[config.mk]
export PLATFORM = sky130hd
export DESIGN_NAME = char_lcd_nibble_sequencer_flat
export DESIGN_NICKNAME = d
export VERILOG_FILES = /design/src/rtl/lcdseq_pkg.sv /design/src/rtl/lcdseq_req_if.sv /design/src/rtl/lcdseq_xfer_if.sv /design/src/rtl/lcdseq_cfg_if.sv /design/src/rtl/lcdseq_ucode_rom.sv /design/src/rtl/lcdseq_digit_unit.sv /design/src/rtl/char_lcd_nibble_sequencer.sv /design/src/flat_wrapper.sv
export SDC_FILE = /design/constraint.sdc
export NUM_CORES = 1
export LEC_CHECK = 0
export BUFFER_PORTS_ARGS = -buffer_cell sky130_fd_sc_hd__buf_2
export CELL_PAD_IN_SITES_DETAIL_PLACEMENT = 1
export CELL_PAD_IN_SITES_GLOBAL_PLACEMENT = 1
export CORE_MARGIN = 2
export CORE_UTILIZATION = 50
export DETAILED_ROUTE_END_ITERATION = 8
export PLACE_DENSITY = 0.85
export SKIP_LAST_GASP = 1
export SLEW_MARGIN = 0
export SYNTH_ARGS = -nofsm -noshare
export SYNTH_HDL_FRONTEND = slang
export SYNTH_SLANG_ARGS = --single-unit
[constraint.sdc]
create_clock -name clk -period 6.6 [get_ports clk]
set_input_delay 0.33 -clock clk [delete_from_list [all_inputs] [get_ports clk]]
set_output_delay 0.33 -clock clk [all_outputs]
set_load 0.02 [all_outputs]
[src/rtl/lcdseq_pkg.sv]
package lcdseq_pkg;

    // field widths
    localparam int FUNC_W   = 3;
    localparam int BYTE_W   = 8;
    localparam int COL_W    = 6;
    localparam int NUM_W    = 16;
    localparam int NIB_W    = 4;
    localparam int WAIT_W   = 8;
    localparam int CFG_IDX_W = 2;

    // decimal printing
    localparam int MAX_DIGITS = 5;
    localparam int CNT_W      = $clog2(MAX_DIGITS + 1);
    localparam int IDX_W      = (MAX_DIGITS > 1) ? $clog2(MAX_DIGITS) : 1;
    localparam int PROD_W     = 2 * NUM_W;
    // floor(n / 10) == (n * 0xCCCD) >> 19 for every 16-bit n
    localparam logic [NUM_W-1:0] RECIP_10    = 16'hCCCD;
    localparam int               RECIP_SHIFT = 19;
    localparam logic [3:0]       TEN         = 4'd10;

    // display constants
    localparam logic [BYTE_W-1:0] CLEAR_CMD  = 8'h01;
    localparam logic [BYTE_W-1:0] DDRAM_CMD  = 8'h80;
    localparam logic [BYTE_W-1:0] ROW1_BASE  = 8'h40;
    localparam logic [BYTE_W-1:0] ASCII_ZERO = 8'h30;

    // register reset values
    localparam logic [BYTE_W-1:0] RST_FUNCTION = 8'd40;
    localparam logic [BYTE_W-1:0] RST_DISPLAY  = 8'd12;
    localparam logic [BYTE_W-1:0] RST_ENTRY    = 8'd6;
    localparam logic [WAIT_W-1:0] RST_PWR_WAIT = 8'd50;

    typedef enum logic [CFG_IDX_W-1:0] {
        CFG_FUNCTION = 2'd0,
        CFG_DISPLAY  = 2'd1,
        CFG_ENTRY    = 2'd2,
        CFG_PWR_WAIT = 2'd3
    } cfg_idx_t;

    typedef enum logic [FUNC_W-1:0] {
        FUNC_INIT   = 3'd0,
        FUNC_CMD    = 3'd1,
        FUNC_DATA   = 3'd2,
        FUNC_CURSOR = 3'd3,
        FUNC_CLEAR  = 3'd4,
        FUNC_PRINT  = 3'd5
    } func_t;

    // microcode
    localparam int PC_W = 5;
    typedef logic [PC_W-1:0] pc_t;

    localparam pc_t PC_INIT  = 5'd0;
    localparam pc_t PC_CLEAR = 5'd11;
    localparam pc_t PC_CMD   = 5'd13;
    localparam pc_t PC_DATA  = 5'd15;
    localparam pc_t PC_PRINT = 5'd17;
    localparam pc_t PC_DIGIT = 5'd18;
    localparam pc_t PC_LAST  = 5'd19;

    typedef enum logic {
        KIND_EMIT = 1'b0,
        KIND_DIV  = 1'b1
    } step_kind_t;

    typedef enum logic [2:0] {
        SRC_OPND  = 3'd0,
        SRC_FUNC  = 3'd1,
        SRC_DISP  = 3'd2,
        SRC_ENTRY = 3'd3,
        SRC_CLEAR = 3'd4,
        SRC_DIGIT = 3'd5,
        SRC_LIT   = 3'd6
    } byte_src_t;

    typedef enum logic {
        WAIT_LIT = 1'b0,
        WAIT_PWR = 1'b1
    } wait_sel_t;

    typedef enum logic [1:0] {
        SEQ_NEXT       = 2'd0,
        SEQ_END        = 2'd1,
        SEQ_DIV_LOOP   = 2'd2,
        SEQ_DIGIT_LOOP = 2'd3
    } seq_t;

    typedef struct packed {
        step_kind_t       kind;
        logic             strobe;
        logic             rs;
        byte_src_t        src;
        logic             hi;
        logic [NIB_W-1:0] lit_nib;
        wait_sel_t        wsel;
        logic [2:0]       lit_wait;
        seq_t             seq;
        pc_t              target;
    } ctrl_word_t;

    typedef struct packed {
        logic div_more;
        logic print_more;
    } digit_stat_t;

    typedef struct packed {
        logic valid;
        pc_t  pc;
    } entry_t;

    function automatic entry_t entry_of(input logic [FUNC_W-1:0] f);
        entry_t e;
        e.valid = 1'b1;
        e.pc    = PC_INIT;
        case (f)
            FUNC_INIT:   e.pc = PC_INIT;
            FUNC_CMD:    e.pc = PC_CMD;
            FUNC_CURSOR: e.pc = PC_CMD;
            FUNC_DATA:   e.pc = PC_DATA;
            FUNC_CLEAR:  e.pc = PC_CLEAR;
            FUNC_PRINT:  e.pc = PC_PRINT;
            default:     e.valid = 1'b0;
        endcase
        return e;
    endfunction

endpackage

[src/rtl/lcdseq_req_if.sv]
interface lcdseq_req_if import lcdseq_pkg::*; ();
    logic              valid;
    logic              ready;
    logic [FUNC_W-1:0] func;
    logic [BYTE_W-1:0] byte_value;
    logic              row;
    logic [COL_W-1:0]  col;
    logic [NUM_W-1:0]  number;

    modport source (output valid, func, byte_value, row, col, number, input ready);
    modport sink   (input valid, func, byte_value, row, col, number, output ready);
endinterface

[src/rtl/lcdseq_xfer_if.sv]
interface lcdseq_xfer_if import lcdseq_pkg::*; ();
    logic              valid;
    logic              ready;
    logic              reg_select;
    logic [NIB_W-1:0]  nibble;
    logic              strobe_res;
    logic [WAIT_W-1:0] wait_after_ms;
    logic              last;

    modport source (output valid, reg_select, nibble, strobe_res, wait_after_ms, last,
                    input ready);
    modport sink   (input valid, reg_select, nibble, strobe_res, wait_after_ms, last,
                    output ready);
endinterface

[src/rtl/lcdseq_cfg_if.sv]
interface lcdseq_cfg_if import lcdseq_pkg::*; ();
    logic                 valid;
    logic                 ready;
    logic [CFG_IDX_W-1:0] index;
    logic [BYTE_W-1:0]    data;

    modport source (output valid, index, data, input ready);
    modport sink   (input valid, index, data, output ready);
endinterface

[src/rtl/lcdseq_ucode_rom.sv]
module lcdseq_ucode_rom import lcdseq_pkg::*;
(
    input  pc_t        pc,
    output ctrl_word_t word
);

    function automatic ctrl_word_t uw(
        input step_kind_t       kind,
        input logic             strobe,
        input logic             rs,
        input byte_src_t        src,
        input logic             hi,
        input logic [NIB_W-1:0] lit_nib,
        input wait_sel_t        wsel,
        input logic [2:0]       lit_wait,
        input seq_t             seq,
        input pc_t              target
    );
        ctrl_word_t w;
        w.kind     = kind;
        w.strobe   = strobe;
        w.rs       = rs;
        w.src      = src;
        w.hi       = hi;
        w.lit_nib  = lit_nib;
        w.wsel     = wsel;
        w.lit_wait = lit_wait;
        w.seq      = seq;
        w.target   = target;
        return w;
    endfunction

    always_comb
    begin
        case (pc)
            // init: power-up wait, wake-up nibbles, three setup words, clear
            5'd0:  word = uw(KIND_EMIT, 1'b0, 1'b0, SRC_LIT, 1'b0, 4'h0, WAIT_PWR, 3'd0,
                             SEQ_NEXT, PC_INIT);
            5'd1:  word = uw(KIND_EMIT, 1'b1, 1'b0, SRC_LIT, 1'b0, 4'h3, WAIT_LIT, 3'd5,
                             SEQ_NEXT, PC_INIT);
            5'd2:  word = uw(KIND_EMIT, 1'b1, 1'b0, SRC_LIT, 1'b0, 4'h3, WAIT_LIT, 3'd5,
                             SEQ_NEXT, PC_INIT);
            5'd3:  word = uw(KIND_EMIT, 1'b1, 1'b0, SRC_LIT, 1'b0, 4'h3, WAIT_LIT, 3'd1,
                             SEQ_NEXT, PC_INIT);
            5'd4:  word = uw(KIND_EMIT, 1'b1, 1'b0, SRC_LIT, 1'b0, 4'h2, WAIT_LIT, 3'd0,
                             SEQ_NEXT, PC_INIT);
            5'd5:  word = uw(KIND_EMIT, 1'b1, 1'b0, SRC_FUNC, 1'b1, 4'h0, WAIT_LIT, 3'd0,
                             SEQ_NEXT, PC_INIT);
            5'd6:  word = uw(KIND_EMIT, 1'b1, 1'b0, SRC_FUNC, 1'b0, 4'h0, WAIT_LIT, 3'd2,
                             SEQ_NEXT, PC_INIT);
            5'd7:  word = uw(KIND_EMIT, 1'b1, 1'b0, SRC_DISP, 1'b1, 4'h0, WAIT_LIT, 3'd0,
                             SEQ_NEXT, PC_INIT);
            5'd8:  word = uw(KIND_EMIT, 1'b1, 1'b0, SRC_DISP, 1'b0, 4'h0, WAIT_LIT, 3'd2,
                             SEQ_NEXT, PC_INIT);
            5'd9:  word = uw(KIND_EMIT, 1'b1, 1'b0, SRC_ENTRY, 1'b1, 4'h0, WAIT_LIT, 3'd0,
                             SEQ_NEXT, PC_INIT);
            5'd10: word = uw(KIND_EMIT, 1'b1, 1'b0, SRC_ENTRY, 1'b0, 4'h0, WAIT_LIT, 3'd2,
                             SEQ_NEXT, PC_INIT);
            // clear, shared with init
            5'd11: word = uw(KIND_EMIT, 1'b1, 1'b0, SRC_CLEAR, 1'b1, 4'h0, WAIT_LIT, 3'd0,
                             SEQ_NEXT, PC_INIT);
            5'd12: word = uw(KIND_EMIT, 1'b1, 1'b0, SRC_CLEAR, 1'b0, 4'h0, WAIT_LIT, 3'd4,
                             SEQ_END, PC_INIT);
            // command byte or cursor address
            5'd13: word = uw(KIND_EMIT, 1'b1, 1'b0, SRC_OPND, 1'b1, 4'h0, WAIT_LIT, 3'd0,
                             SEQ_NEXT, PC_INIT);
            5'd14: word = uw(KIND_EMIT, 1'b1, 1'b0, SRC_OPND, 1'b0, 4'h0, WAIT_LIT, 3'd2,
                             SEQ_END, PC_INIT);
            // data byte
            5'd15: word = uw(KIND_EMIT, 1'b1, 1'b1, SRC_OPND, 1'b1, 4'h0, WAIT_LIT, 3'd0,
                             SEQ_NEXT, PC_INIT);
            5'd16: word = uw(KIND_EMIT, 1'b1, 1'b1, SRC_OPND, 1'b0, 4'h0, WAIT_LIT, 3'd0,
                             SEQ_END, PC_INIT);
            // decimal: split into digits, then send them top down
            5'd17: word = uw(KIND_DIV, 1'b0, 1'b0, SRC_DIGIT, 1'b0, 4'h0, WAIT_LIT, 3'd0,
                             SEQ_DIV_LOOP, PC_PRINT);
            5'd18: word = uw(KIND_EMIT, 1'b1, 1'b1, SRC_DIGIT, 1'b1, 4'h0, WAIT_LIT, 3'd0,
                             SEQ_NEXT, PC_INIT);
            5'd19: word = uw(KIND_EMIT, 1'b1, 1'b1, SRC_DIGIT, 1'b0, 4'h0, WAIT_LIT, 3'd0,
                             SEQ_DIGIT_LOOP, PC_DIGIT);
            default: word = uw(KIND_EMIT, 1'b0, 1'b0, SRC_LIT, 1'b0, 4'h0, WAIT_LIT, 3'd0,
                               SEQ_END, PC_INIT);
        endcase
    end

endmodule

[src/rtl/lcdseq_digit_unit.sv]
module lcdseq_digit_unit import lcdseq_pkg::*;
(
    input  logic              clk,
    input  logic              rst_n,
    input  logic              load,
    input  logic [NUM_W-1:0]  num_in,
    input  logic              div_step,
    input  logic              pop,
    output digit_stat_t       stat,
    output logic [NIB_W-1:0]  digit
);

    logic [NUM_W-1:0]  num_reg;
    logic [CNT_W-1:0]  cnt_reg;
    logic [NIB_W-1:0]  digits_reg [MAX_DIGITS];

    logic [PROD_W-1:0] prod;
    logic [NUM_W-1:0]  quot;
    logic [NUM_W-1:0]  rem;
    logic [CNT_W-1:0]  cnt_inc;
    logic [CNT_W-1:0]  rd_idx;

    // divide by ten via reciprocal multiply
    assign prod    = PROD_W'(num_reg) * PROD_W'(RECIP_10);
    assign quot    = NUM_W'(prod >> RECIP_SHIFT);
    assign rem     = num_reg - NUM_W'(quot * NUM_W'(TEN));
    assign cnt_inc = cnt_reg + CNT_W'(1);
    assign rd_idx  = cnt_reg - CNT_W'(1);

    assign stat.div_more   = (quot != '0) && (cnt_inc < CNT_W'(MAX_DIGITS));
    assign stat.print_more = cnt_reg > CNT_W'(1);
    assign digit           = digits_reg[rd_idx[IDX_W-1:0]];

    always_ff @(posedge clk or negedge rst_n)
    begin
        if (!rst_n)
        begin
            cnt_reg <= '0;
        end
        else if (load)
        begin
            cnt_reg <= '0;
        end
        else if (div_step)
        begin
            cnt_reg <= cnt_inc;
        end
        else if (pop)
        begin
            cnt_reg <= rd_idx;
        end
    end

    always_ff @(posedge clk)
    begin
        if (load)
        begin
            num_reg <= num_in;
        end
        else if (div_step)
        begin
            num_reg                        <= quot;
            digits_reg[cnt_reg[IDX_W-1:0]] <= rem[NIB_W-1:0];
        end
    end

endmodule

[src/rtl/char_lcd_nibble_sequencer.sv]
// Character LCD nibble sequencer for a 4-bit HD44780-style bus. Each accepted
// request (init, command byte, data byte, set cursor, clear, print decimal)
// produces a run of transfers on the xfer channel, each carrying register
// select, the D4..D7 nibble, whether enable is pulsed, and the extra wait in
// ms the display driver must hold after it; last marks the final transfer of
// the request. Func codes 6 and 7 are taken and produce nothing. A short
// microprogram in a ROM drives the datapath, one step per cycle, though a
// transfer step waits while the output register is full and not drained;
// printing a number also spends one divide-by-ten step per decimal digit.
// req is ready whenever no request is in progress, so the next one is taken
// while the previous final transfer still waits in the output register.
// Configuration writes are always taken and should only be done while idle.
module char_lcd_nibble_sequencer import lcdseq_pkg::*;
(
    input  logic         clk,
    input  logic         rst_n,
    lcdseq_req_if.sink   req,
    lcdseq_xfer_if.source xfer,
    lcdseq_cfg_if.sink   cfg
);

    // configuration registers
    logic [BYTE_W-1:0] func_word_reg;
    logic [BYTE_W-1:0] disp_word_reg;
    logic [BYTE_W-1:0] entry_word_reg;
    logic [WAIT_W-1:0] pwr_wait_reg;

    // sequencer
    logic              busy_reg;
    logic              busy_next;
    pc_t               pc_reg;
    pc_t               pc_next;
    ctrl_word_t        ctl;

    // operand captured at request transfer
    logic [BYTE_W-1:0] opnd_reg;

    // output register
    logic              xfer_valid_reg;
    logic              rs_reg;
    logic [NIB_W-1:0]  nib_reg;
    logic              strobe_reg;
    logic [WAIT_W-1:0] wait_reg;
    logic              last_reg;

    logic              req_fire;
    entry_t            entry;
    logic              out_free;
    logic              emit_go;
    logic              div_go;
    logic              last_now;
    logic              pop;
    digit_stat_t       dstat;
    logic [NIB_W-1:0]  digit;
    logic [BYTE_W-1:0] src_byte;
    logic [NIB_W-1:0]  nib_sel;
    logic [WAIT_W-1:0] wait_sel;
    logic [BYTE_W-1:0] cursor_byte;

    assign req.ready = !busy_reg;
    assign req_fire  = req.valid && !busy_reg;
    assign entry     = entry_of(req.func);
    assign cfg.ready = 1'b1;

    // row 1 starts at DDRAM address 0x40; col goes through unclamped
    assign cursor_byte = DDRAM_CMD | (req.row ? ROW1_BASE : '0) | BYTE_W'(req.col);

    lcdseq_ucode_rom u_rom
    (
        .pc   (pc_reg),
        .word (ctl)
    );

    // the output register is free when empty or being drained this cycle
    assign out_free = !xfer_valid_reg || xfer.ready;
    assign emit_go  = busy_reg && (ctl.kind == KIND_EMIT) && out_free;
    assign div_go   = busy_reg && (ctl.kind == KIND_DIV);
    assign last_now = (ctl.seq == SEQ_END) ||
                      ((ctl.seq == SEQ_DIGIT_LOOP) && !dstat.print_more);
    assign pop      = emit_go && (ctl.seq == SEQ_DIGIT_LOOP) && dstat.print_more;

    lcdseq_digit_unit u_digit
    (
        .clk      (clk),
        .rst_n    (rst_n),
        .load     (req_fire && (req.func == FUNC_PRINT)),
        .num_in   (req.number),
        .div_step (div_go),
        .pop      (pop),
        .stat     (dstat),
        .digit    (digit)
    );

    // byte source and nibble selection
    always_comb
    begin
        case (ctl.src)
            SRC_OPND:  src_byte = opnd_reg;
            SRC_FUNC:  src_byte = func_word_reg;
            SRC_DISP:  src_byte = disp_word_reg;
            SRC_ENTRY: src_byte = entry_word_reg;
            SRC_CLEAR: src_byte = CLEAR_CMD;
            SRC_DIGIT: src_byte = ASCII_ZERO | BYTE_W'(digit);
            default:   src_byte = '0;
        endcase

        if (ctl.src == SRC_LIT)
        begin
            nib_sel = ctl.lit_nib;
        end
        else if (ctl.hi)
        begin
            nib_sel = src_byte[BYTE_W-1:NIB_W];
        end
        else
        begin
            nib_sel = src_byte[NIB_W-1:0];
        end

        wait_sel = (ctl.wsel == WAIT_PWR) ? pwr_wait_reg : WAIT_W'(ctl.lit_wait);
    end

    // step counter and jumps
    always_comb
    begin
        busy_next = busy_reg;
        pc_next   = pc_reg;
        if (req_fire)
        begin
            busy_next = entry.valid;
            pc_next   = entry.pc;
        end
        else if (emit_go || div_go)
        begin
            case (ctl.seq)
                SEQ_NEXT:
                begin
                    pc_next = pc_reg + PC_W'(1);
                end
                SEQ_END:
                begin
                    busy_next = 1'b0;
                end
                SEQ_DIV_LOOP:
                begin
                    pc_next = dstat.div_more ? ctl.target : pc_reg + PC_W'(1);
                end
                SEQ_DIGIT_LOOP:
                begin
                    if (dstat.print_more)
                    begin
                        pc_next = ctl.target;
                    end
                    else
                    begin
                        busy_next = 1'b0;
                    end
                end
                default:
                begin
                    busy_next = 1'b0;
                end
            endcase
        end
    end

    always_ff @(posedge clk or negedge rst_n)
    begin
        if (!rst_n)
        begin
            busy_reg <= 1'b0;
            pc_reg   <= PC_INIT;
        end
        else
        begin
            busy_reg <= busy_next;
            pc_reg   <= pc_next;
        end
    end

    always_ff @(posedge clk)
    begin
        if (req_fire)
        begin
            opnd_reg <= (req.func == FUNC_CURSOR) ? cursor_byte : req.byte_value;
        end
    end

    // configuration writes
    always_ff @(posedge clk or negedge rst_n)
    begin
        if (!rst_n)
        begin
            func_word_reg  <= RST_FUNCTION;
            disp_word_reg  <= RST_DISPLAY;
            entry_word_reg <= RST_ENTRY;
            pwr_wait_reg   <= RST_PWR_WAIT;
        end
        else if (cfg.valid)
        begin
            case (cfg.index)
                CFG_FUNCTION: func_word_reg  <= cfg.data;
                CFG_DISPLAY:  disp_word_reg  <= cfg.data;
                CFG_ENTRY:    entry_word_reg <= cfg.data;
                CFG_PWR_WAIT: pwr_wait_reg   <= cfg.data;
                default:      func_word_reg  <= func_word_reg;
            endcase
        end
    end

    // output register
    always_ff @(posedge clk or negedge rst_n)
    begin
        if (!rst_n)
        begin
            xfer_valid_reg <= 1'b0;
        end
        else if (emit_go)
        begin
            xfer_valid_reg <= 1'b1;
        end
        else if (xfer.ready)
        begin
            xfer_valid_reg <= 1'b0;
        end
    end

    always_ff @(posedge clk)
    begin
        if (emit_go)
        begin
            rs_reg     <= ctl.rs;
            nib_reg    <= nib_sel;
            strobe_reg <= ctl.strobe;
            wait_reg   <= wait_sel;
            last_reg   <= last_now;
        end
    end

    assign xfer.valid         = xfer_valid_reg;
    assign xfer.reg_select    = rs_reg;
    assign xfer.nibble        = nib_reg;
    assign xfer.strobe_res    = strobe_reg;
    assign xfer.wait_after_ms = wait_reg;
    assign xfer.last          = last_reg;

    // the final transfer of a request ends the program
    a_last_ends: assert property (@(posedge clk) disable iff (!rst_n)
        (emit_go && last_now) |=> !busy_reg)
        else $error("sequencer still busy after final transfer");

    // a known request starts the program
    a_start: assert property (@(posedge clk) disable iff (!rst_n)
        (req_fire && entry.valid) |=> busy_reg)
        else $error("request transfer did not start the sequencer");

    // step counter stays inside the program
    a_pc_range: assert property (@(posedge clk) disable iff (!rst_n)
        busy_reg |-> (pc_reg <= PC_LAST))
        else $error("step counter outside microprogram");

    // an issued step lands in the output register
    a_emit_loads: assert property (@(posedge clk) disable iff (!rst_n)
        emit_go |=> xfer_valid_reg)
        else $error("issued transfer not held in output register");

endmodule

[src/flat_wrapper.sv]
// flat-port wrapper written by rule: the top's interface ports become plain ports
module char_lcd_nibble_sequencer_flat import lcdseq_pkg::*;
  (clk, rst_n, req_valid, req_func, req_byte_value, req_row, req_col, req_number, req_ready, xfer_valid, xfer_reg_select, xfer_nibble, xfer_strobe_res, xfer_wait_after_ms, xfer_last, xfer_ready, cfg_valid, cfg_index, cfg_data, cfg_ready);
  lcdseq_req_if req_i ();
  lcdseq_xfer_if xfer_i ();
  lcdseq_cfg_if cfg_i ();
  input  logic clk;
  input  logic rst_n;
  input wire logic [$bits(req_i.valid)-1:0] req_valid;
  input wire logic [$bits(req_i.func)-1:0] req_func;
  input wire logic [$bits(req_i.byte_value)-1:0] req_byte_value;
  input wire logic [$bits(req_i.row)-1:0] req_row;
  input wire logic [$bits(req_i.col)-1:0] req_col;
  input wire logic [$bits(req_i.number)-1:0] req_number;
  output wire logic [$bits(req_i.ready)-1:0] req_ready;
  output wire logic [$bits(xfer_i.valid)-1:0] xfer_valid;
  output wire logic [$bits(xfer_i.reg_select)-1:0] xfer_reg_select;
  output wire logic [$bits(xfer_i.nibble)-1:0] xfer_nibble;
  output wire logic [$bits(xfer_i.strobe_res)-1:0] xfer_strobe_res;
  output wire logic [$bits(xfer_i.wait_after_ms)-1:0] xfer_wait_after_ms;
  output wire logic [$bits(xfer_i.last)-1:0] xfer_last;
  input wire logic [$bits(xfer_i.ready)-1:0] xfer_ready;
  input wire logic [$bits(cfg_i.valid)-1:0] cfg_valid;
  input wire logic [$bits(cfg_i.index)-1:0] cfg_index;
  input wire logic [$bits(cfg_i.data)-1:0] cfg_data;
  output wire logic [$bits(cfg_i.ready)-1:0] cfg_ready;
  assign req_i.valid = req_valid;
  assign req_i.func = req_func;
  assign req_i.byte_value = req_byte_value;
  assign req_i.row = req_row;
  assign req_i.col = req_col;
  assign req_i.number = req_number;
  assign req_ready = req_i.ready;
  assign xfer_valid = xfer_i.valid;
  assign xfer_reg_select = xfer_i.reg_select;
  assign xfer_nibble = xfer_i.nibble;
  assign xfer_strobe_res = xfer_i.strobe_res;
  assign xfer_wait_after_ms = xfer_i.wait_after_ms;
  assign xfer_last = xfer_i.last;
  assign xfer_i.ready = xfer_ready;
  assign cfg_i.valid = cfg_valid;
  assign cfg_i.index = cfg_index;
  assign cfg_i.data = cfg_data;
  assign cfg_ready = cfg_i.ready;
  char_lcd_nibble_sequencer u_core (.clk(clk), .rst_n(rst_n), .req(req_i), .xfer(xfer_i), .cfg(cfg_i));
endmodule
== Yosys cells after proc, flatten, opt, wreduce, memory -nomap -nowiden ==
Memory sizes are Yosys's and may differ from the RTL's.
Index checks and enable logic that the tools add are counted.

* Register bits: 81
* RAM bits: 20
* Memory bits (read-only): 576
* Output and inout bits: 18
* Memories kept: 2

{| class="wikitable"
|+ Memory list
! name !! words !! width !! read ports !! clocked after memory_dff !! write ports !! line !! RTL
|-
| (name not given) || 32 || 18 || 1 || 0 || 0 || lcdseq_ucode_rom.sv:35 || <nowiki>case (pc)</nowiki>
|-
| u_core.u_digit.digits_reg || 5 || 4 || 1 || 0 || 1 || lcdseq_digit_unit.sv:15 || <nowiki>logic [NIB_W-1:0] digits_reg [MAX_DIGITS];</nowiki>
|}

* Add/sub/neg operators: 4
* $mul: 2
* $lt $le $gt $ge: 2
* Eq/ne operators: 19
* Mux-type cells: 27
* Bitwise operators: 2
* Reduce and logical (&&, ||, !) cells: 34

{| class="wikitable"
|+ Operators with widths
! operator !! count
|-
| one-hot mux 8 bit (6 select lines) || 1
|-
| multiplier 16 x 16 -> 32 bit, second input constant || 1
|-
| 2-to-1 mux 16 bit || 2
|-
| 2-to-1 mux 5 bit || 4
|-
| one-hot mux 5 bit (4 select lines) || 1
|-
| nonzero test 16 bit || 1
|-
| equality test 3 bit, second input constant || 5
|-
| one-hot mux 5 bit (3 select lines) || 1
|-
| multiplier 13 x 3 -> 3 bit, second input constant || 1
|-
| equality test 3 x 2 -> 1 bit, second input constant || 4
|-
| 2-to-1 mux 3 bit || 4
|-
| logical AND 1 bit || 9
|-
| 2-to-1 mux 1 bit || 9
|-
| equality test 2 bit, second input constant || 4
|-
| 2-to-1 mux 4 bit || 2
|-
| 2-to-1 mux 8 bit || 1
|-
| OR 8 x 6 -> 8 bit || 1
|-
| AND reduction 2 bit || 4
|-
| 2-to-1 mux 7 bit || 1
|-
| equality test 3 x 1 -> 1 bit, second input constant || 2
|-
| logical NOT 3 bit || 2
|-
| AND reduction 3 bit || 2
|-
| nonzero test 2 bit || 3
|-
| nonzero test 3 bit || 2
|-
| 17 further kinds || 23
|}

== Longest topological paths before layout ==
Gate-level depths: netlist of the first run.
An unclocked memory read counts as a cell.

* Depth after elaboration: 9
* Mapped depth: 24
* Depth with buffers taken out: 23

== Cells and area by module ==
A second synthesis of the first run with hierarchy kept.

* Cells, all modules: 921
* Area total of the unflattened synthesis: 10053.4 µm²

{| class="wikitable"
|+ Modules (own cells, without submodules)
! module !! instances !! cells an instance !! area an instance (µm²)
|-
| lcdseq_digit_unit || 1 || 627 || 6531.3
|-
| char_lcd_nibble_sequencer || 1 || 235 || 3067.9
|-
| lcdseq_ucode_rom || 1 || 59 || 454.2
|}

== Worst setup path before layout of the first run ==
Ideal clock, no wire load.

* Path type: flip-flop to flip-flop
* From: register u_core.u_digit.num_reg[10]
* To: memory u_core.u_digit.digits_reg[0][3] (data pin)
* Library setup time: 284 ps
* Arrival time: 5472 ps
* Data required time: 6316 ps
* Setup slack: 844 ps
* Cell stages (with the launch flop): 23
* Cells stage by stage: edfxtp_1 -> ha_1 -> ha_1 -> inv_1 -> fa_1 -> inv_1 -> fa_1 -> fa_1 -> inv_1 -> fa_1 -> inv_1 -> ha_1 -> nand4_1 -> nor2_1 -> a32oi_1 -> a21oi_1 -> nor2_1 -> xnor2_1 -> ha_1 -> fa_1 -> xor2_1 -> xnor2_1 -> xnor2_1

* Cells in the longest elaborated chain, start to end: 3

{| class="wikitable"
|+ RTL lines
! element !! line !! RTL
|-
| start, declared || lcdseq_digit_unit.sv:13 || <nowiki>logic [NUM_W-1:0] num_reg;</nowiki>
|-
| start signal, assigned || lcdseq_digit_unit.sv:58 || <nowiki>num_reg <= num_in;</nowiki>
|-
| start signal, assigned || lcdseq_digit_unit.sv:62 || <nowiki>num_reg <= quot;</nowiki>
|-
| multiplier 16 x 16 -> 32 bit || lcdseq_digit_unit.sv:24 || <nowiki>assign prod = PROD_W'(num_reg) * PROD_W'(RECIP_10);</nowiki>
|-
| multiplier 13 x 3 -> 3 bit || lcdseq_digit_unit.sv:26 || <nowiki>assign rem = num_reg - NUM_W'(quot * NUM_W'(TEN));</nowiki>
|-
| subtractor 4 bit || lcdseq_digit_unit.sv:26 ||
|-
| named net u_core.u_digit.rem[3] || lcdseq_digit_unit.sv:19 || <nowiki>logic [NUM_W-1:0] rem;</nowiki>
|-
| end, declared || lcdseq_digit_unit.sv:15 ||
|}

The timed path passes the listed nets, and every way through them passes these cells.

== Final worst setup path of the first run ==
* From: register u_core.u_digit.num_reg[7]
* To: register u_core.pc_reg[0]

* Cells in the longest elaborated chain, start to end: 7

{| class="wikitable"
|+ RTL lines
! element !! line !! RTL
|-
| multiplier 16 x 16 -> 32 bit || lcdseq_digit_unit.sv:24 ||
|-
| nonzero test 16 bit || lcdseq_digit_unit.sv:30 || <nowiki>assign stat.div_more = (quot != '0) && (cnt_inc < CNT_W'(MAX_DIGITS));</nowiki>
|-
| logical AND 1 bit || lcdseq_digit_unit.sv:30 ||
|-
| 2-to-1 mux 5 bit || char_lcd_nibble_sequencer.sv:146 || <nowiki>pc_next = dstat.div_more ? ctl.target : pc_reg + PC_W'(1);</nowiki>
|-
| one-hot mux 5 bit (3 select lines) || char_lcd_nibble_sequencer.sv:135 || <nowiki>case (ctl.seq)</nowiki>
|-
| 2-to-1 mux 5 bit || char_lcd_nibble_sequencer.sv:133 || <nowiki>else if (emit_go || div_go)</nowiki>
|-
| 2-to-1 mux 5 bit || char_lcd_nibble_sequencer.sv:128 || <nowiki>if (req_fire)</nowiki>
|-
| end signal, assigned || char_lcd_nibble_sequencer.sv:177 || <nowiki>pc_reg <= pc_next;</nowiki>
|-
| end, declared || char_lcd_nibble_sequencer.sv:31 || <nowiki>pc_t pc_reg;</nowiki>
|}

Every way passes these cells. The select of a mux whose other input is x is not followed.
A chain may end at the register's enable or synchronous reset.

==> metrics.md, run 1 <==
| Metric | Value |
|---|---|
| Status | finished, final reports clean |
| Post-synthesis cell area | 0.00978 mm² |
| Synth async-reset ratio | 41.6% |
| Layout net count | 1278 |
| Crit start category | flip-flop |
| Post-synth EDFFs | 59 |
| Hold-fix buffers at CTS | 0 |
| CP arrival | 6.61 ns |
| Setup crit end kind | flip-flop |
| Setup-failing EPs final | 0 |
| CTS H-tree lvls | 3 |
| Max incr delay on CP | 0.55 ns |
| Vias in the first global route | 7773 |
| Num CTS Buffers | 9 |
| HPWL after detailed placement | 22.2 mm |
| Syn Nets | 1199 |
| Post-Route WL | 28.4 mm |
| Non-Filler Instances | 1273 |
| Global-route wire length before repair | 43.2 mm |
| Share of cells above drive strength 1 | 18.3% |
| Crit path time final | 6.38 ns |
| Synth Warn # | 0 |
| Initial detailed-routing violation count | 448 |
| Worst-path cell chain | ha_1 -> inv_1 -> fa_1 -> inv_1 -> fa_1 -> fa_1 -> fa_1 -> inv_1 -> fa_1 -> inv_1 -> ha_1 -> nand4_2 -> nor3_4 -> o211ai_1 -> a41oi_2 -> o21ai_2 -> a21o_1 -> a2111o_1 -> nor4b_4 -> nand3b_1 -> a31oi_1 |
| Core area | 0.0193 mm² |
| Max FFs per register | 20 |
| GP Congestion | 0.985 |
| Worst Path Required | 6.83 ns |
| Synth unique cells | 69 |
| Area contributors post-synth | ha_1, edfxtp_1, fa_1 |
| Worst path bufs/invs | 4 |
| Synth Area per Inst | 10.6 µm² |
| Clock Latency Late Sink | 0.37 ns |
| Mapped Cells | 923 |
| Clk sinks | 101 |
| Area delta synth->final | 11.3% |
| Final core occ | 56.3% |
| Max-slew violations | 0 |
| I/O pins | 67 |
| Crit path max-delay family | adder cells |
| Fmax | 157 MHz |
| Root Driver | clkbuf_16 |
| Area leader, netlist | ha_1 |
| Grt total ovfl | 0 |
| Worst Hold Class | in2async |
| Seq cells post-synth | 101 |
| Cell mode on critical path | fa_1 |
| Final hold viol count | 0 |
| CTS Buffer Depth | 2 |
| Crit path max-delay cell type | fa_1 |
| CTS tree | done |
| Top FF cell, synth | edfxtp_1 |
| Sequential area share after synthesis | 29.0% |
| Post-route ant nets | 0 |
| GRT Util Overall | 28.1% |
| Die ar. | 0.0207 mm² |
| Critical path class | reg2reg |
| Final routed DRC violation total | 0 |
| Post-synth top cells | inv_1, ha_1, fa_1, edfxtp_1, nand2_1 |
| Avg WL per Cell | 22.3 µm |
| CP max FO | 5 |
| Post-synth top area share | 18.7% |
| Row count | 51 |
| Die Ht | 144 µm |
| Via density per instance | 5.73 |
| Cell with the most instances after synthesis | inv_1 |
| Setup_tns | 0 ns |
| IO Port Bufs | 65 |
| R2R setup slack | 0.22 ns |
| Least-Margin Pin Slew | 1.24 ns |
| Clock Pin Slew Worst Setup and Hold Paths | 0.08 ns |
| Clock Skew | 0.00923 ns |
| Post-Place Cells | 1242 |
| Via Count | 7288 |
| DRT Pass-1 Iters | 5 |
| Initial Utilization | 50.6% |
| Max-cap check violation count | 0 |
| Initial antenna violation count | 2 |
| Horiz. Die Dim | 144 µm |
| Crit share post-route | 96.6% |
| Slew Limit Headroom | 16.5% |
| Pin count of the biggest net entering global routing | 43 |
[what timing repair did]
action                                  in CTS  in global routing
gates resized for setup                      2                  9
buffers inserted                             0                 14
endpoints found under the setup margin       5                  8
hold endpoints to repair                     0                  0
pin swaps                                    0                  1
[cells by family after synthesis]
| family | count (synthesis) | synth area share (%) |
|---|---|---|
| muxes | 65 | 7.78 |
| AOI/OAI and AO/OA | 145 | 9.57 |
| xor gates and xnor gates | 28 | 2.51 |
| buffers and inverters | 201 | 7.84 |
| adders and majority gates | 227 | 35.3 |
| DFF | 101 | 29.0 |
| and+or+nand+nor | 155 | 8.05 |
| other | 1 | 0.0383 |
[final timing paths]
path	start	end	cells past startpoint
worst min register to register	u_core.func_word_reg[0]	u_core.func_word_reg[0]	1
min in group clk	req_byte_value[7]	u_core.opnd_reg[7]	2
worst max register to register	u_core.u_digit.num_reg[7]	u_core.pc_reg[0]	21
worst max-delay path	u_core.u_digit.num_reg[7]	u_core.pc_reg[0]	21
max in group asynchronous	rst_n	u_core.u_digit.cnt_reg[0]	1
worst min-delay path	rst_n	u_core.func_word_reg[2]	1
[cell type report]
type | instances | area, µm²
diodes | 1 | 2.50
clock buffers | 10 | 239
clock inverters | 6 | 62.6
fillers | 2131 | 8450
inverters | 180 | 676
multi-input cells | 621 | 6230
flip-flops and latches | 101 | 2830
well taps | 265 | 332
repair buffers | 89 | 505
[cell usage in the layout, fill, tap and decap left out, types with 7 or more instances in the layout]
| master | count |
|---|---|
| mux2i_1 | 13 |
| nor3_1 | 8 |
| xor2_1 | 16 |
| dfrtp_1 | 33 |
| nor2_1 | 31 |
| ha_1 | 144 |
| fa_1 | 81 |
| buf_2 | 65 |
| a21oi_1 | 42 |
| nand3_1 | 10 |
| inv_1 | 180 |
| o211ai_1 | 7 |
| and3_1 | 9 |
| edfxtp_1 | 59 |
| dfstp_2 | 9 |
| nand2_1 | 56 |
| xnor2_1 | 10 |
| o21ai_1 | 7 |
| mux2_2 | 48 |
| clkbuf_16 | 9 |
| buf_4 | 24 |
| o21ai_0 | 26 |
[metrics by stage]
step / setup WS, ns / hold slack, ns / instance area [µm²]
3_3_place_gp: 0.363 / 0.483 / 10400
6_report: 0.222 / 0.132 / 10900
4_1_cts: 0.0397 / 0.156 / 10700
2_1_floorplan: 0.844 / 0.0344 / 9780
5_1_grt: -0.0276 / 0.200 / 10900
3_5_place_dp: 0.0600 / 0.493 / 10400
[layer usage]
metal | part of all wire, % | GRT usage, % | vias up
met5 | 0.053 | 0 | -
met4 | 3.3 | 8.57 | 2
met3 | 5.9 | 5.36 | 63
met2 | 48 | 45.7 | 249
met1 | 43 | 38.3 | 3660
li1 | - | - | 3314
Power of run 1 is left out: the tool's default activity adds up to more than one toggle a clock period on the data nets, which glitch-free logic cannot reach.
==> inputs of run 2 (changes only) <==
--- a/config.mk
+++ b/config.mk
@@ -11,7 +11,7 @@
 export CORE_MARGIN = 2
 export CORE_UTILIZATION = 50
 export DETAILED_ROUTE_END_ITERATION = 8
-export PLACE_DENSITY = 0.85
+export PLACE_DENSITY_LB_ADDON = 0.1
 export SKIP_LAST_GASP = 1
 export SLEW_MARGIN = 0
 export SYNTH_ARGS = -nofsm -noshare
==> run 2 against run 1 <==
  * Non-clock buffer count is 3 higher
  * Routed wire length is 8.7% lower
  * Sequential cell count stayed put
  * Critical path type unchanged
  * Design area rose by 0.48%
  * Sequential share of layout area shrank 0.13 points
  * Utilization rose by 0.27 points
  * Count of clock-buffer cells in the layout down 1
==> metrics.md, run 2 (same netlist as run 1, synthesis figures left out) <==
| Metric | Value |
|---|---|
| Die Ht | 144 µm |
| Diode count | 0 |
| Crit start category | flip-flop |
| CP max FO | 5 |
| Die ar. | 0.0207 mm² |
| Initial antenna violation count | 1 |
| Worst Hold Class | in2async |
| Fin area | 0.0109 mm² |
| Cell mode on critical path | fa_1 |
| Setup-failing EPs final | 0 |
| Critical path class | reg2reg |
| Via Count | 7073 |
| Row count | 51 |
| Final hold viol count | 0 |
| HPWL after detailed placement | 21.3 mm |
| Clk sinks | 101 |
| Worst path bufs/invs | 4 |
| Post-route ant nets | 0 |
| Grt total ovfl | 0 |
| Area after DPL | 0.0104 mm² |
| GP Congestion | 0.920 |
| Max incr delay on CP | 0.55 ns |
| GRT Util Overall | 26.1% |
| RR Startpoint | u_core.u_digit.num_reg[6] |
| Least-Margin Pin Slew | 1.13 ns |
| Initial Utilization | 50.6% |
| Horiz. Die Dim | 144 µm |
| Area delta synth->final | 11.8% |
| Post-Route WL | 25.9 mm |
| Max-cap check violation count | 0 |
| Initial detailed-routing violation count | 326 |
| Clock Pin Slew Worst Setup and Hold Paths | 0.07 ns |
| Crit path max-delay cell type | fa_1 |
| Crit share post-route | 98.3% |
| Commonest non-fill, non-tap cell in the layout | inv_1 |
| Crit path max-delay family | adder cells |
| Max FFs per register | 20 |
| CP arrival | 6.73 ns |
| Crit path time final | 6.49 ns |
| Share of cells above drive strength 1 | 18.8% |
| Via density per instance | 5.55 |
| Worst setup path start | u_core.u_digit.num_reg[6] |
| Most frequent cells in the layout | inv_1, ha_1, fa_1 |
| I/O pins | 67 |
| Avg WL per Cell | 20.3 µm |
| Vias in the first global route | 7396 |
| Clock Latency Late Sink | 0.36 ns |
| Worst-path cell chain | ha_4 -> inv_1 -> fa_1 -> inv_1 -> fa_1 -> fa_1 -> fa_1 -> inv_1 -> fa_1 -> inv_1 -> ha_1 -> a21oi_1 -> o21ai_1 -> a311oi_2 -> a41oi_2 -> o21ai_2 -> nand3_1 -> a2111o_1 -> nor4b_4 -> o221ai_1 -> o311ai_1 |
| Core area | 0.0193 mm² |
| Layout net count | 1281 |
| Root Driver | clkbuf_16 |
| IO Port Bufs | 65 |
| Setup_tns | 0 ns |
| CTS H-tree lvls | 3 |
| R2R setup slack | 0.11 ns |
| Worst Path Required | 6.84 ns |
| Setup crit end kind | flip-flop |
| CTS Buffer Depth | 2 |
| Fmax | 154 MHz |
| Pin count of the biggest net entering global routing | 43 |
| Num CTS Buffers | 9 |
| Slew Limit Headroom | 24.4% |
| Status | finished, final reports clean |
| DRT Pass-1 Iters | 5 |
| CTS tree | done |
| Final routed DRC violation total | 0 |
| Global-route wire length before repair | 40.5 mm |
| Clock Skew | 0.0130 ns |
| Max-slew violations | 0 |
run 2: cell count changes in the layout (fill, tap and decap cells not counted), moves of 2 or more:
cell / change
inv_6: -2
buf_4: +3
ha_1: -4
ha_4: +3
inv_8: +2
run 2: timing repair:
item	CTS	global route
hold buffers	0	0
gates cloned	0	0
resized for setup	3	12
endpoints found under the setup margin	5	8
buffers inserted	0	18
pin swaps	0	5
run 2: area by class of cell:
type / instances / area [µm²]
Clock buffer: 9 / 225
Clock inverter: 7 / 65.1
Fill cell: 2156 / 8400
Inverter: 180 / 676
Multi-Input combinational cell: 621 / 6280
Sequential cell: 101 / 2830
Tap cell: 265 / 332
Timing Repair Buffer: 92 / 528
run 2: through the flow:
| step | cells | utilization [%] | hold slack, ns | worst slack (ns) |
|---|---|---|---|---|
| CTS | 1257 | 55.5 | 0.169 | 0.0696 |
| finish | 1275 | 56.6 | 0.129 | 0.114 |
| global route | 1275 | 56.6 | 0.206 | -0.0667 |
| floorplan | 923 | - | 0.0344 | 0.844 |
| detailed placement | 1241 | 53.9 | 0.489 | -0.112 |
| global placement | 1241 | 53.9 | 0.483 | -0.0678 |
run 2: worst paths after layout:
path | endpoint | cells after the start
max | u_core.pc_reg[1] | 21
min in group clk | u_core.opnd_reg[7] | 2
max in group asynchronous | u_core.pc_reg[4] | 1
min reg2reg | u_core.pwr_wait_reg[6] | 1
max reg2reg | u_core.pc_reg[1] | 21
min | u_core.func_word_reg[6] | 1
run 2: metal layers:
metal | wire [µm] | vias up | global-route usage, %
met5 | 13 | - | 0
met1 | 12600 | 3574 | 38.6
met4 | 348 | 2 | 4.49
li1 | - | 3315 | -
met3 | 1040 | 25 | 3.67
met2 | 12000 | 157 | 41.6
Power of run 2 is left out for the same reason.
==> inputs of run 3 (changes only) <==
--- a/config.mk
+++ b/config.mk
@@ -11,6 +11,7 @@
 export CORE_MARGIN = 2
 export CORE_UTILIZATION = 50
 export DETAILED_ROUTE_END_ITERATION = 8
+export MAX_ROUTING_LAYER = met4
 export PLACE_DENSITY_LB_ADDON = 0.1
 export SKIP_LAST_GASP = 1
 export SLEW_MARGIN = 0
==> run 3 against run 2 <==
  * Via count is essentially flat
  * Global-route usage grew 1.4 points
  * Critical path depth grew 1
  * Sequential cell count is the same
  * Maximum frequency grew 0.94%
  * Hold slack gained 0.020 ns
  * Routed wire length grew 1.9%
==> metrics.md, run 3 (same netlist as run 1, synthesis figures left out) <==
| Metric | Value |
|---|---|
| Max-cap check violation count | 0 |
| Crit path max-delay family | adder cells |
| CTS tree | done |
| Commonest non-fill, non-tap cell in the layout | inv_1 |
| Post-Place Cells | 1243 |
| Grt total ovfl | 0 |
| Worst Path Required | 6.68 ns |
| Share of cells above drive strength 1 | 18.2% |
| Critical path class | reg2reg |
| Row count | 51 |
| Vias in the first global route | 7350 |
| Status | finished, final reports clean |
| Hold-fix buffers at CTS | 0 |
| Initial detailed-routing violation count | 339 |
| Initial antenna violation count | 1 |
| Horiz. Die Dim | 144 µm |
| GP Congestion | 0.940 |
| Crit start category | flip-flop |
| Area delta synth->final | 11.3% |
| Pin count of the biggest net entering global routing | 43 |
| I/O pins | 67 |
| Final core occ | 56.3% |
| CTS Buffer Depth | 2 |
| Max FFs per register | 20 |
| CP max FO | 6 |
| Least-Margin Pin Slew | 1.25 ns |
| Post-Route WL | 26.4 mm |
| Root Driver | clkbuf_16 |
| Layout net count | 1278 |
| Worst Hold Class | in2async |
| CP arrival | 6.51 ns |
| Clock Pin Slew Worst Setup and Hold Paths | 0.08 ns |
| Clock Skew | 0.0107 ns |
| Die ar. | 0.0207 mm² |
| Clk sinks | 101 |
| Via density per instance | 5.56 |
| GRT Util Overall | 27.5% |
| Crit path max-delay cell type | fa_1 |
| Max-slew violations | 0 |
| IO Port Bufs | 65 |
| Reg2Reg Depth | 22 |
| Initial Utilization | 50.6% |
| Crit path time final | 6.43 ns |
| Post-route ant nets | 0 |
| Worst-path cell chain | ha_1 -> ha_1 -> inv_1 -> fa_1 -> inv_1 -> fa_1 -> fa_1 -> inv_1 -> fa_1 -> inv_1 -> ha_1 -> nand4_1 -> nor2_2 -> a32oi_1 -> a21oi_2 -> nor2_1 -> xnor2_2 -> ha_1 -> fa_1 -> xor2_1 -> xnor2_1 -> xnor2_2 |
| Cell mode on critical path | fa_1 |
| Setup crit end kind | flip-flop |
| Num CTS Buffers | 9 |
| Most frequent cells in the layout | inv_1, ha_1, fa_1 |
| Die Ht | 144 µm |
| Global-route wire length before repair | 41.4 mm |
| Final routed DRC violation total | 0 |
| CTS H-tree lvls | 3 |
| Avg WL per Cell | 20.8 µm |
| Via Count | 7079 |
| DRT Pass-1 Iters | 5 |
| Final hold viol count | 0 |
| WP depth | 22 |
| Non-Filler Instances | 1273 |
| Fmax | 156 MHz |
| Max incr delay on CP | 0.55 ns |
| Crit share post-route | 97.4% |
| Dpl ws | -0.0509 ns |
| HPWL after detailed placement | 21.7 mm |
| Clock Latency Late Sink | 0.36 ns |
| Core area | 0.0193 mm² |
| Slew Limit Headroom | 16.8% |
| Setup-failing EPs final | 0 |
| Setup WS post-layout | 0.174 ns |
| Worst path bufs/invs | 4 |
==> run 3: per-stage QoR <==
step | hold WS, ns | instance area [µm²] | TNS [ns]
after floorplan | 0.0344 | 9780 | 0
after global placement | 0.482 | 10400 | -0.517
after detailed placement | 0.492 | 10400 | -0.254
after CTS | 0.159 | 10700 | 0
after global routing | 0.204 | 10900 | -0.0863
final | 0.150 | 10900 | 0
==> run 3: path summary, 6_finish.rpt <==
check,startpoint,endpoint,slack (ns)
min in group clk,req_byte_value[7],u_core.opnd_reg[7],0.23
setup reg to reg,u_core.u_digit.num_reg[10],u_core.u_digit.digits_reg[4][3],0.17
hold reg to reg,u_core.disp_word_reg[5],u_core.disp_word_reg[5],0.51
setup / recovery,u_core.u_digit.num_reg[10],u_core.u_digit.digits_reg[4][3],0.17
hold / removal,rst_n,u_core.func_word_reg[6],0.15
max in group asynchronous,rst_n,u_core.pwr_wait_reg[0],5.82
==> run 3: final cells by class <==
cell class | count | area [µm²]
Fill cell | 2162 | 8450
Multi-Input combinational cell | 621 | 6250
Sequential cell | 101 | 2830
Inverter | 180 | 676
Timing Repair Buffer | 89 | 505
Tap cell | 265 | 332
Clock buffer | 10 | 239
Clock inverter | 6 | 53.8
Antenna cell | 1 | 2.50
==> run 3: per-layer routing <==
metal	track usage, %	share of wire, %	up-vias	wire length [µm]
met5	-	0	-	0
met4	5.11	1.2	0	330
met3	4.40	4.4	27	1160
met2	41.7	45	147	12000
met1	39.6	49	3602	12900
li1	-	-	3303	-
==> run 3: timing repair <==
action / CTS / global route
buffers inserted: 0 / 13
endpoints found under the hold margin: 0 / 0
pin swaps: 0 / 3
gates resized for setup: 2 / 8
setup endpoints to repair: 5 / 13
Power of run 3 is left out for the same reason.
